**config.mk**
```make
export PLATFORM = sky130hd
export DESIGN_NAME = throttle_power_ramp_limiter_flat
export DESIGN_NICKNAME = d
export VERILOG_FILES = /design/src/tprl_pkg.sv /design/src/tprl_if.sv /design/src/tprl_alu.sv /design/src/tprl_core.sv /design/src/throttle_power_ramp_limiter.sv /design/src/flat_wrapper.sv
export SDC_FILE = /design/constraint.sdc
export NUM_CORES = 1
export LEC_CHECK = 0
export ABC_AREA = 1
export BUFFER_PORTS_ARGS = -buffer_cell sky130_fd_sc_hd__buf_2
export CAP_MARGIN = 20
export CORE_ASPECT_RATIO = 1.75
export CORE_MARGIN = 2
export CORE_UTILIZATION = 30
export CTS_BUF_LIST = sky130_fd_sc_hd__clkbuf_4 sky130_fd_sc_hd__clkbuf_8
export DETAILED_ROUTE_END_ITERATION = 7
export SYNTH_ARGS = -nofsm -noshare
export SYNTH_HDL_FRONTEND = slang
export SYNTH_SLANG_ARGS = --single-unit
export TNS_END_PERCENT = 20
```
**constraint.sdc**
```tcl
create_clock -name clk_i -period 11.9 [get_ports clk_i]
set_input_delay 1.785 -clock clk_i [delete_from_list [all_inputs] [get_ports clk_i]]
set_output_delay 1.785 -clock clk_i [all_outputs]
set_load 0.01 [all_outputs]
```
**src/tprl_pkg.sv**
```systemverilog
package tprl_pkg;

  localparam int ADC_BITS   = 10;
  localparam int PULSE_BITS = 12;
  localparam int WATT_BITS  = 14;
  localparam int STEP_BITS  = 10;

  localparam int CFG_IDX_BITS  = 3;
  localparam int CFG_DATA_BITS = 14;

  // Power scale, Q0.24: about 0.0102279 W per count^2
  localparam int                K_BITS   = 18;
  localparam logic [K_BITS-1:0] PWR_K    = 18'd171596;
  localparam int                PWR_FRAC = 24;

  localparam int PWR_PROD_BITS = 2 * ADC_BITS + K_BITS;
  localparam int LIMIT_BITS    = WATT_BITS + PWR_FRAC;
  localparam int ALU_W         = (PWR_PROD_BITS > LIMIT_BITS) ? PWR_PROD_BITS : LIMIT_BITS;
  localparam int MPLR_BITS     = (ADC_BITS > K_BITS) ? ADC_BITS : K_BITS;
  localparam int MAX_STEPS     = (MPLR_BITS > PULSE_BITS) ? MPLR_BITS : PULSE_BITS;
  localparam int CNT_BITS      = $clog2(MAX_STEPS);

  typedef enum logic [CFG_IDX_BITS-1:0] {
    CFG_THROTTLE_LOW  = 3'd0,
    CFG_THROTTLE_HIGH = 3'd1,
    CFG_PULSE_LOW     = 3'd2,
    CFG_PULSE_HIGH    = 3'd3,
    CFG_WATT_LIMIT    = 3'd4,
    CFG_RAMP_UP_STEP  = 3'd5,
    CFG_RAMP_DOWN     = 3'd6
  } cfg_idx_e;

  typedef struct packed {
    logic [ADC_BITS-1:0]   throttle_low;
    logic [ADC_BITS-1:0]   throttle_high;
    logic [PULSE_BITS-1:0] pulse_low;
    logic [PULSE_BITS-1:0] pulse_high;
    logic [WATT_BITS-1:0]  watt_limit;
    logic [STEP_BITS-1:0]  ramp_up_step;
    logic [STEP_BITS-1:0]  ramp_down_step;
  } cfg_t;

  localparam cfg_t CFG_RESET = '{
    throttle_low:   ADC_BITS'(0),
    throttle_high:  ADC_BITS'(1023),
    pulse_low:      PULSE_BITS'(1000),
    pulse_high:     PULSE_BITS'(2000),
    watt_limit:     WATT_BITS'(16383),
    ramp_up_step:   STEP_BITS'(1),
    ramp_down_step: STEP_BITS'(1)
  };

  typedef struct packed {
    logic [ALU_W-1:0] a;
    logic [ALU_W-1:0] b;
    logic             sub;
  } alu_req_t;

endpackage

```
**src/tprl_if.sv**
```systemverilog
interface tprl_in_if;
  import tprl_pkg::*;

  logic                valid;
  logic                ready;
  logic [ADC_BITS-1:0] throttle_sample;
  logic [ADC_BITS-1:0] voltage_sample;
  logic [ADC_BITS-1:0] current_sample;

  modport source (output valid, throttle_sample, voltage_sample, current_sample, input ready);
  modport sink   (input valid, throttle_sample, voltage_sample, current_sample, output ready);
endinterface

interface tprl_out_if;
  import tprl_pkg::*;

  logic                  valid;
  logic                  ready;
  logic [PULSE_BITS-1:0] drive_pulse;

  modport source (output valid, drive_pulse, input ready);
  modport sink   (input valid, drive_pulse, output ready);
endinterface

```
**src/tprl_alu.sv**
```systemverilog
module tprl_alu (
  input  tprl_pkg::alu_req_t         req_i,
  output logic [tprl_pkg::ALU_W:0]   res_o
);
  import tprl_pkg::*;

  logic [ALU_W:0] b_ext;

  // Subtract: top bit of the result is the borrow (a < b)
  assign b_ext = {1'b0, req_i.b} ^ {(ALU_W + 1){req_i.sub}};
  assign res_o = {1'b0, req_i.a} + b_ext + (ALU_W + 1)'(req_i.sub);

endmodule

```
**src/tprl_core.sv**
```systemverilog
module tprl_core (
  input  logic                            clk_i,
  input  logic                            rst_ni,
  input  tprl_pkg::cfg_t                  cfg_i,
  input  logic                            in_valid_i,
  output logic                            in_ready_o,
  input  logic [tprl_pkg::ADC_BITS-1:0]   throttle_i,
  input  logic [tprl_pkg::ADC_BITS-1:0]   voltage_i,
  input  logic [tprl_pkg::ADC_BITS-1:0]   current_i,
  output logic                            out_valid_o,
  input  logic                            out_ready_i,
  output logic [tprl_pkg::PULSE_BITS-1:0] drive_pulse_o
);
  import tprl_pkg::*;

  typedef enum logic [2:0] {
    S_IDLE, S_MAP, S_MUL_A, S_DIV, S_MUL_VC, S_MUL_K, S_CMP, S_RAMP
  } state_e;

  state_e                state_q, state_d;
  logic [ADC_BITS-1:0]   t_q, t_d, v_q, v_d, c_q, c_d;
  logic [ALU_W-1:0]      acc_q, acc_d, mcand_q, mcand_d;
  logic [MPLR_BITS-1:0]  mplr_q, mplr_d;
  logic [CNT_BITS-1:0]   cnt_q, cnt_d;
  logic [PULSE_BITS-1:0] quo_q, quo_d, req_q, req_d, power_q, power_d;
  logic [PULSE_BITS-1:0] out_data_q, out_data_d;
  logic                  neg_q, neg_d, over_q, over_d, out_valid_q, out_valid_d;

  alu_req_t              alu_req;
  logic [ALU_W:0]        alu_res;

  logic [ALU_W-1:0]      acc_step;
  logic [PULSE_BITS-1:0] quo_next;
  logic                  start_vc;
  logic [PULSE_BITS:0]   up_sum, floor_sum;
  logic [PULSE_BITS-1:0] down_val, ramp_val;
  logic                  go_down, go_up;

  tprl_alu u_alu (
    .req_i (alu_req),
    .res_o (alu_res)
  );

  always_comb begin
    alu_req.a   = acc_q;
    alu_req.b   = mcand_q;
    alu_req.sub = 1'b0;
    unique case (state_q)
      S_DIV: alu_req.sub = 1'b1;
      S_CMP: begin
        alu_req.b   = ALU_W'(cfg_i.watt_limit) << PWR_FRAC;
        alu_req.sub = 1'b1;
      end
      default: ;
    endcase
  end

  // Multiply step result and division quotient bit
  assign acc_step = mplr_q[0] ? alu_res[ALU_W-1:0] : acc_q;
  assign quo_next = {quo_q[PULSE_BITS-2:0], ~alu_res[ALU_W]};

  // Ramp decision on narrow values
  assign up_sum    = {1'b0, power_q} + (PULSE_BITS + 1)'(cfg_i.ramp_up_step);
  assign floor_sum = {1'b0, cfg_i.pulse_low} + (PULSE_BITS + 1)'(cfg_i.ramp_down_step);
  assign down_val  = ({1'b0, power_q} < floor_sum) ? cfg_i.pulse_low
                   : power_q - PULSE_BITS'(cfg_i.ramp_down_step);
  assign go_down   = over_q || (up_sum > {1'b0, req_q});
  assign go_up     = up_sum < {1'b0, req_q};
  assign ramp_val  = go_down ? down_val : (go_up ? up_sum[PULSE_BITS-1:0] : power_q);

  always_comb begin
    state_d     = state_q;
    t_d         = t_q;
    v_d         = v_q;
    c_d         = c_q;
    acc_d       = acc_q;
    mcand_d     = mcand_q;
    mplr_d      = mplr_q;
    cnt_d       = cnt_q;
    quo_d       = quo_q;
    req_d       = req_q;
    power_d     = power_q;
    neg_d       = neg_q;
    over_d      = over_q;
    out_data_d  = out_data_q;
    out_valid_d = out_valid_q;
    start_vc    = 1'b0;

    if (out_valid_q && out_ready_i) begin
      out_valid_d = 1'b0;
    end

    unique case (state_q)
      S_IDLE: begin
        if (in_valid_i) begin
          t_d     = throttle_i;
          v_d     = voltage_i;
          c_d     = current_i;
          state_d = S_MAP;
        end
      end
      S_MAP: begin
        if (t_q < cfg_i.throttle_low) begin
          req_d    = cfg_i.pulse_low;
          start_vc = 1'b1;
        end else if (t_q > cfg_i.throttle_high) begin
          req_d    = cfg_i.pulse_high;
          start_vc = 1'b1;
        end else if (cfg_i.throttle_high == cfg_i.throttle_low) begin
          req_d    = cfg_i.pulse_low;
          start_vc = 1'b1;
        end else begin
          // |pulse span| * (throttle - low), sign applied after the divide
          neg_d   = cfg_i.pulse_high < cfg_i.pulse_low;
          mcand_d = (cfg_i.pulse_high < cfg_i.pulse_low)
                  ? ALU_W'(cfg_i.pulse_low - cfg_i.pulse_high)
                  : ALU_W'(cfg_i.pulse_high - cfg_i.pulse_low);
          mplr_d  = MPLR_BITS'(t_q - cfg_i.throttle_low);
          acc_d   = '0;
          cnt_d   = CNT_BITS'(ADC_BITS - 1);
          state_d = S_MUL_A;
        end
      end
      S_MUL_A: begin
        acc_d   = acc_step;
        mcand_d = mcand_q << 1;
        mplr_d  = mplr_q >> 1;
        cnt_d   = cnt_q - CNT_BITS'(1);
        if (cnt_q == '0) begin
          mcand_d = ALU_W'(cfg_i.throttle_high - cfg_i.throttle_low) << (PULSE_BITS - 1);
          quo_d   = '0;
          cnt_d   = CNT_BITS'(PULSE_BITS - 1);
          state_d = S_DIV;
        end
      end
      S_DIV: begin
        // restoring divide, quotient fits the pulse width by construction
        if (!alu_res[ALU_W]) begin
          acc_d = alu_res[ALU_W-1:0];
        end
        quo_d   = quo_next;
        mcand_d = mcand_q >> 1;
        cnt_d   = cnt_q - CNT_BITS'(1);
        if (cnt_q == '0) begin
          req_d    = neg_q ? cfg_i.pulse_low - quo_next : cfg_i.pulse_low + quo_next;
          start_vc = 1'b1;
        end
      end
      S_MUL_VC: begin
        acc_d   = acc_step;
        mcand_d = mcand_q << 1;
        mplr_d  = mplr_q >> 1;
        cnt_d   = cnt_q - CNT_BITS'(1);
        if (cnt_q == '0) begin
          mcand_d = acc_step;
          acc_d   = '0;
          mplr_d  = MPLR_BITS'(PWR_K);
          cnt_d   = CNT_BITS'(K_BITS - 1);
          state_d = S_MUL_K;
        end
      end
      S_MUL_K: begin
        acc_d   = acc_step;
        mcand_d = mcand_q << 1;
        mplr_d  = mplr_q >> 1;
        cnt_d   = cnt_q - CNT_BITS'(1);
        if (cnt_q == '0) begin
          state_d = S_CMP;
        end
      end
      S_CMP: begin
        over_d  = ~alu_res[ALU_W];
        state_d = S_RAMP;
      end
      S_RAMP: begin
        // wait here while the previous result is still unclaimed
        if (!out_valid_q || out_ready_i) begin
          power_d     = ramp_val;
          out_data_d  = ramp_val;
          out_valid_d = 1'b1;
          state_d     = S_IDLE;
        end
      end
      default: state_d = S_IDLE;
    endcase

    if (start_vc) begin
      mcand_d = ALU_W'(v_q);
      mplr_d  = MPLR_BITS'(c_q);
      acc_d   = '0;
      cnt_d   = CNT_BITS'(ADC_BITS - 1);
      state_d = S_MUL_VC;
    end
  end

  always_ff @(posedge clk_i or negedge rst_ni) begin
    if (!rst_ni) begin
      state_q     <= S_IDLE;
      power_q     <= '0;
      out_valid_q <= 1'b0;
      cnt_q       <= '0;
    end else begin
      state_q     <= state_d;
      power_q     <= power_d;
      out_valid_q <= out_valid_d;
      cnt_q       <= cnt_d;
    end
  end

  always_ff @(posedge clk_i) begin
    t_q        <= t_d;
    v_q        <= v_d;
    c_q        <= c_d;
    acc_q      <= acc_d;
    mcand_q    <= mcand_d;
    mplr_q     <= mplr_d;
    quo_q      <= quo_d;
    req_q      <= req_d;
    neg_q      <= neg_d;
    over_q     <= over_d;
    out_data_q <= out_data_d;
  end

  assign in_ready_o    = (state_q == S_IDLE);
  assign out_valid_o   = out_valid_q;
  assign drive_pulse_o = out_data_q;

endmodule

```
**src/throttle_power_ramp_limiter.sv**
```systemverilog
// Throttle power ramp limiter. One input transfer per control tick carries the
// throttle, battery voltage and motor current samples; one drive pulse width comes
// back per tick. The multiplies, the divide and the power compare share one
// adder/subtractor, one step per cycle. After its input transfer a tick runs the map,
// then, when the throttle lies strictly inside its bounds, a 10-step multiply and a
// 12-step restoring divide, then the 10-step and 18-step power multiplies, compare
// and ramp; the multiply and divide of the map are skipped when the throttle is
// clamped or the bounds are equal. Input is not ready during a tick;
// the result sits in an output register, so the next tick can start while it waits,
// but that tick holds in its ramp cycle until the previous result is transferred.
// Configuration writes take effect at once and belong to idle time.
module throttle_power_ramp_limiter (
  input  logic                               clk_i,
  input  logic                               rst_ni,
  input  logic                               cfg_we_i,
  input  logic [tprl_pkg::CFG_IDX_BITS-1:0]  cfg_idx_i,
  input  logic [tprl_pkg::CFG_DATA_BITS-1:0] cfg_data_i,
  tprl_in_if.sink                            in_ch,
  tprl_out_if.source                         out_ch
);
  import tprl_pkg::*;

  cfg_t cfg_q;

  always_ff @(posedge clk_i or negedge rst_ni) begin
    if (!rst_ni) begin
      cfg_q <= CFG_RESET;
    end else if (cfg_we_i) begin
      unique case (cfg_idx_i)
        CFG_THROTTLE_LOW:  cfg_q.throttle_low   <= cfg_data_i[ADC_BITS-1:0];
        CFG_THROTTLE_HIGH: cfg_q.throttle_high  <= cfg_data_i[ADC_BITS-1:0];
        CFG_PULSE_LOW:     cfg_q.pulse_low      <= cfg_data_i[PULSE_BITS-1:0];
        CFG_PULSE_HIGH:    cfg_q.pulse_high     <= cfg_data_i[PULSE_BITS-1:0];
        CFG_WATT_LIMIT:    cfg_q.watt_limit     <= cfg_data_i[WATT_BITS-1:0];
        CFG_RAMP_UP_STEP:  cfg_q.ramp_up_step   <= cfg_data_i[STEP_BITS-1:0];
        CFG_RAMP_DOWN:     cfg_q.ramp_down_step <= cfg_data_i[STEP_BITS-1:0];
        default: ;
      endcase
    end
  end

  tprl_core u_core (
    .clk_i         (clk_i),
    .rst_ni        (rst_ni),
    .cfg_i         (cfg_q),
    .in_valid_i    (in_ch.valid),
    .in_ready_o    (in_ch.ready),
    .throttle_i    (in_ch.throttle_sample),
    .voltage_i     (in_ch.voltage_sample),
    .current_i     (in_ch.current_sample),
    .out_valid_o   (out_ch.valid),
    .out_ready_i   (out_ch.ready),
    .drive_pulse_o (out_ch.drive_pulse)
  );

endmodule

```
**src/flat_wrapper.sv**
```systemverilog
// flat-port wrapper written by rule: the top's interface ports become plain ports
module throttle_power_ramp_limiter_flat import tprl_pkg::*;
  (clk_i, rst_ni, cfg_we_i, cfg_idx_i, cfg_data_i, in_ch_valid, in_ch_throttle_sample, in_ch_voltage_sample, in_ch_current_sample, in_ch_ready, out_ch_valid, out_ch_drive_pulse, out_ch_ready);
  tprl_in_if in_ch_i ();
  tprl_out_if out_ch_i ();
  input  logic clk_i;
  input  logic rst_ni;
  input  logic cfg_we_i;
  input  logic [tprl_pkg::CFG_IDX_BITS-1:0] cfg_idx_i;
  input  logic [tprl_pkg::CFG_DATA_BITS-1:0] cfg_data_i;
  input wire logic [$bits(in_ch_i.valid)-1:0] in_ch_valid;
  input wire logic [$bits(in_ch_i.throttle_sample)-1:0] in_ch_throttle_sample;
  input wire logic [$bits(in_ch_i.voltage_sample)-1:0] in_ch_voltage_sample;
  input wire logic [$bits(in_ch_i.current_sample)-1:0] in_ch_current_sample;
  output wire logic [$bits(in_ch_i.ready)-1:0] in_ch_ready;
  output wire logic [$bits(out_ch_i.valid)-1:0] out_ch_valid;
  output wire logic [$bits(out_ch_i.drive_pulse)-1:0] out_ch_drive_pulse;
  input wire logic [$bits(out_ch_i.ready)-1:0] out_ch_ready;
  assign in_ch_i.valid = in_ch_valid;
  assign in_ch_i.throttle_sample = in_ch_throttle_sample;
  assign in_ch_i.voltage_sample = in_ch_voltage_sample;
  assign in_ch_i.current_sample = in_ch_current_sample;
  assign in_ch_ready = in_ch_i.ready;
  assign out_ch_valid = out_ch_i.valid;
  assign out_ch_drive_pulse = out_ch_i.drive_pulse;
  assign out_ch_i.ready = out_ch_ready;
  throttle_power_ramp_limiter u_core (.clk_i(clk_i), .rst_ni(rst_ni), .cfg_we_i(cfg_we_i), .cfg_idx_i(cfg_idx_i), .cfg_data_i(cfg_data_i), .in_ch(in_ch_i), .out_ch(out_ch_i));
endmodule
```
Word-level counts from Yosys, hierarchy flattened --
Cells that the tools add are included.
Storage, ports and cells: bits in registers 260, input port bits 52, output and inout port bits 14, word-level logic and storage cells 173
Operators by class: add/subtract/negate cells 12, magnitude comparators 6, eq/ne operators 29, multiplexer cells 59, bitwise gates (word level) 5, reduce and logical (&&, ||, !) cells 38
Operators by type and width (count):
- 2-to-1 mux 38 bit | 13
- one-hot mux 38 bit (5 select lines) | 1
- one-hot mux 38 bit (4 select lines) | 1
- 2-to-1 mux 12 bit | 8
- 2-to-1 mux 18 bit | 4
- one-hot mux 18 bit (3 select lines) | 1
- adder 38 x 39 -> 39 bit | 1
- adder 39 x 1 -> 39 bit | 1
- XOR 38 x 39 -> 39 bit | 1
- 2-to-1 mux 5 bit | 6
- 2-to-1 mux 3 bit | 9
- adder 12 x 10 -> 13 bit | 2
- subtractor 12 x 12 -> 13 bit | 2
- one-hot mux 12 bit (2 select lines) | 1
- AND reduction 4 bit | 6
- one-hot mux 11 bit (2 select lines) | 1
- subtractor 10 x 10 -> 11 bit | 2
- equality test 3 bit (second input constant) | 7
- inequality test 3 bit (second input constant) | 7
- one-hot mux 3 bit (7 select lines) | 1
- 2-to-1 mux 10 bit | 2
- one-hot mux 5 bit (4 select lines) | 1
- AND reduction 2 bit | 10
- greater-than comparator 13 x 12 -> 1 bit | 1
- other kinds (34) | 60

Longest topological paths before layout --
depth in word-level cells 11, mapped depth 37, gate-level depth less buffers 34

Cells and area by module --
Synthesis repeated with hierarchy kept, for this count alone.
Unflattened totals: cells, all modules 3348, area, all modules 22111.2 um^2
By module, submodules not included:
- tprl_core | times used 1, cells each 2367, area each 15760.1 um^2, seq. area each 4619.4 um^2
- tprl_alu | times used 1, cells each 632, area each 3194.3 um^2, seq. area each 0.0 um^2
- throttle_power_ramp_limiter | times used 1, cells each 349, area each 3156.8 um^2, seq. area each 1999.4 um^2

Worst setup path after synthesis --
Ideal clock, no wire load.
path kind register to register, from register u_core.u_core.state_q[2], to register u_core.u_core.req_q[10] (data pin), setup time 261 ps, arrival time 4690 ps, required time 11639 ps, setup slack 6949 ps, stages on the path, launching flop included 37, path buffers 3, clock period less this slack 4951 ps, cell sequence dfrtp_1 buf_6 inv_2 nand2_1 inv_2 clkbuf_1 buf_1 nand2_1 o21ai_0 inv_1 ha_1 nand3_1 nand2_1 nand2_1 nand2_1 nand2_1 nand3_2 nand2_1 nand2_1 nand2_1 nand2_1 inv_1 ha_1 o21ai_0 fa_1 a21oi_1 o21ai_0 inv_1 o21ai_0 nand3_1 nand2_1 nand2_1 nand2_1 a21oi_1 xor2_1 nand2_1 o21ai_0
Between the ends: word-level cells in the longest chain between the ends 11, elaborated cells on any way between the ends 15, classes of those cells add/sub: 4; eq/ne: 3; mux: 5; bitwise: 2; reduce/logical: 1
Ends and longest elaborated chain:
- start: declaration | RTL line tprl_core.sv:20 | state_e state_q, state_d;
- start signal: assignment | RTL line tprl_core.sv:203 | state_q <= state_d;
- equality test 3 x 2 -> 1 bit or equality test 3 bit (tied branches) | RTL line tprl_core.sv:48 | unique case (state_q)
- OR reduction 2 bit (no source line)
- 2-to-1 mux 1 bit | RTL line tprl_core.sv:48
- XOR 38 x 39 -> 39 bit | RTL line tprl_alu.sv:10 | assign b_ext = {1'b0, req_i.b} ^ {(ALU_W + 1){req_i.sub}};
- adder 38 x 39 -> 39 bit | RTL line tprl_alu.sv:11 | assign res_o = {1'b0, req_i.a} + b_ext + (ALU_W + 1)'(req_i.sub);
- adder 39 x 1 -> 39 bit (*) | RTL line tprl_alu.sv:11
- inverter 1 bit (*) | RTL line tprl_core.sv:60 | assign quo_next = {quo_q[PULSE_BITS-2:0], ~alu_res[ALU_W]};
- named net u_core.u_core.quo_next[0] | RTL line tprl_core.sv:33 | logic [PULSE_BITS-1:0] quo_next;
- adder 12 bit or subtractor 12 bit (tied branches) | RTL line tprl_core.sv:145 | req_d = neg_q ? cfg_i.pulse_low - quo_next : cfg_i.pulse_low + quo_next;
- 2-to-1 mux 12 bit (*) | RTL line tprl_core.sv:145
- 2-to-1 mux 12 bit (*) | RTL line tprl_core.sv:144 | if (cnt_q == '0) begin
- one-hot mux 12 bit (2 select lines) (*) | RTL line tprl_core.sv:93 | unique case (state_q)
- named net u_core.u_core.req_d[10] | RTL line tprl_core.sv:25 | logic [PULSE_BITS-1:0] quo_q, quo_d, req_q, req_d, power_q, power_d;
- end signal: assignment | RTL line tprl_core.sv:218 | req_q <= req_d;
- end: declaration | RTL line tprl_core.sv:25
The timed path passes the listed nets; every way through them passes the cells marked *. The select of a mux whose other input is x is not followed. A chain may end at the register's enable or synchronous reset.

Worst setup path in the final report --
Ends and elaborated chain as after synthesis.

==> results.md <==
- Boundary Pins: 66
- Largest cells by area after synthesis: nand2_1, edfxtp_1, ha_1
- Num CTS Buffers: 42
- First-iteration detailed-routing DRC count: 1,279
- DR DRC count: 0
- Fmax: 156 MHz
- CTS Hold Buffers Added: 0
- CP Data Required Time: 12.27 ns
- Tcrit/Tclk final: 53.7%
- Share of layout cells above drive strength 1: 9.19%
- Dpl hpwl: 58,000 um
- Synth cell types: 63
- GRT Overall Usage: 21.0%
- Sequential fraction of the synthesis area: 32.1%
- Via count of the routed design: 19.9k
- RR Startpoint: u_core.u_core.state_q[2]$_DFFE_PN0P_
- Hold Crit Class: register to register
- R2R cell count: 31
- Die area: 70,900 um^2
- Final-stage net count: 3,202
- R2R setup slack: 5.51 ns
- Later-pin clock latency in the skew report: 0.65 ns
- RSZ-0062 raised after global routing: no
- Initial antenna violation count: 3
- Area Overhead vs Synth: 9.88%
- Synth Register Bits: 260
- Critical Path End Type: register
- Synthesized Nets: 3,179
- Post-synth EDFFs: 87
- CP startpoint kind: register
- Fin Hold WS: 0.459 ns
- Maxcap violations: 0
- Slowest Stage Delay on Critical Path: 0.58 ns
- Fraction of registers with async set/reset: 38.1%
- Design Area, Final: 22,600 um^2
- Clock tree buffer depth: 3
- Max stage delay cell, worst path: buf_4
- Die height: 351 um
- Max-slew headroom: 27.7%
- Crit path kind: register to register
- Post-synth top area cell: nand2_1
- Die Span X: 202 um
- FF-to-FF End: u_core.u_core.req_q[10]$_DFFE_PP_
- CTS root buf: clkbuf_8
- Starting Density: 30.2%
- First-pass GRT wire length: 113,000 um
- Post-route ant nets: 0
- Post-Synthesis Cell Area: 20,600 um^2
- Drt wl/cell: 19.2 um
- TritonRoute pass-1 iters: 8
- Cell row count: 127
- Gate count of the mapped netlist: 2,957
- Largest net degree at the start of global routing: 61
- Yosys top cell area share: 14.2%
- Hold EP: u_core.u_core.mplr_q[14]$_SDFFE_PP0P_
- Crit-path max FO: 52
- Most frequent cells in the layout: nand2_1, inv_1, o21ai_0
- Synthesis Warnings: 0
- Final setup violation count: 0
- Port Buffers: 65
- Hold Path Depth: 2
- Outcome: complete, no violations
- Total routed wirelength: 75,300 um
- Max-slew violations: 0
- Core area: 68,300 um^2
- Syn Area/Cell: 6.97 um^2
- Vias in the first global route: 20.0k
- Post-DP Area: 21,700 um^2
- Vias/cell: 5.07
- RePlAce Congestion: 0.980
- CTS tree: yes
- CTS Sinks: 260
- Fin. Hold Viols: 0
- Clock transition time at the flip-flop clock pins of the worst setup and hold paths: 0.07 ns
- CTS resizes: 0
- GR Overflow Total: 0
- Least-Margin Pin Slew: 1.08 ns
- Main synth FF type: edfxtp_1
- Worst EP arrival: 6.76 ns
- Origin of the worst min-delay path: u_core.u_core.mplr_q[14]$_SDFFE_PP0P_
- H-tree depth: 2
- Postcts setup bufs: 0
- Worst Skew: 0.0364 ns
- Min Tclk post-route: 6.39 ns
- Commonest non-fill, non-tap cell in the layout: nand2_1
- Setup TNS: 0 ns
[stage by stage]
step                std cells  util (%)  setup slack, ns
floorplan                2957         -             6.95
global placement         3838      31.8             5.66
detailed placement       3838      31.8             5.63
CTS                      3916      33.1             5.61
global route             3918      33.1             4.89
finish                   3918      33.1             5.51
[flip-flops by register name, indices dropped and copies added, names as in the netlist]
register and cells:
u_core.cfg_q 78, u_core.u_core.acc_q 38, u_core.u_core.c_q 10, u_core.u_core.cnt_q 5, u_core.u_core.drive_pulse_o 12, u_core.u_core.mcand_q 38, u_core.u_core.mplr_q 18, u_core.u_core.neg_q 1
u_core.u_core.out_valid_o 1, u_core.u_core.over_q 1, u_core.u_core.power_q 12, u_core.u_core.quo_q 11, u_core.u_core.req_q 12, u_core.u_core.state_q 3, u_core.u_core.t_q 10, u_core.u_core.v_q 10
[worst max-delay path, delay by kind of cell (launching register included)]
family                     cells  cell delay, ns
DFF                            1            0.50
AOI/OAI and AO/OA             10            1.94
and+or+nand+nor               11            1.59
xor gates and xnor gates       1            0.14
adders and majority gates      3            0.90
buffers and inverters          6            1.00
[cell families (layout without fill, tap and decap cells)]
logic type	after synthesis	in the layout	synth area share, %
adders and majority gates	170	170	10.6
AOI/OAI and AO/OA	663	663	17.9
muxes	2	2	0.109
xor gates and xnor gates	88	88	3.74
and+or+nand+nor	1279	1279	26.0
buffers and inverters	495	552	9.51
other	0	1	0
DFF	260	260	32.1
[worst max-delay path by stage]
| stage | cells past startpoint | startpoint | to |
|---|---|---|---|
| 2_1_floorplan | 36 | u_core.u_core.state_q[2]$_DFFE_PN0P_ | u_core.u_core.req_q[10]$_DFFE_PP_ |
| 3_3_place_gp | 31 | u_core.u_core.state_q[2]$_DFFE_PN0P_ | u_core.u_core.req_q[10]$_DFFE_PP_ |
| 3_5_place_dp | 31 | u_core.u_core.state_q[2]$_DFFE_PN0P_ | u_core.u_core.req_q[10]$_DFFE_PP_ |
| 4_1_cts | 29 | u_core.u_core.state_q[0]$_DFFE_PN0P_ | u_core.u_core.req_q[10]$_DFFE_PP_ |
| 5_1_grt | 31 | u_core.u_core.state_q[0]$_DFFE_PN0P_ | u_core.u_core.req_q[10]$_DFFE_PP_ |
| 6_report | 31 | u_core.u_core.state_q[2]$_DFFE_PN0P_ | u_core.u_core.req_q[10]$_DFFE_PP_ |
[per-layer routing]
metal	vias up	routed length (um)	global-route usage (%)
met4	0	7210	18.2
li1	9804	-	-
met3	281	2990	2.34
met2	581	39700	40.4
met1	9196	25400	19.5
met5	-	0	0
[final cells by class]
cell class	instances	area, um^2
antenna	1	2.50
timing repair buffer	79	453
multi-input combinational	2202	12000
clock inverter	16	144
inverter	395	1490
tap	903	1130
clock buffer	62	766
fill	7523	45700
sequential	260	6620
[synth_stat cells (19+ instances only)]
master / number
dfstp_2: 38
inv_1: 385
nand4_1: 19
a21oi_1: 219
o21ai_0: 304
or2_2: 23
edfxtp_1: 87
a21oi_2: 20
xor2_1: 55
o22ai_1: 21
dfrtp_1: 61
nor2_1: 196
o211ai_1: 20
xnor2_1: 33
nand3_1: 195
clkbuf_1: 69
nand2_1: 782
ha_1: 161
dfxtp_1: 74
Power is not shown: default switching activity piles up to over one toggle a cycle in this logic, so the estimate is an artifact.
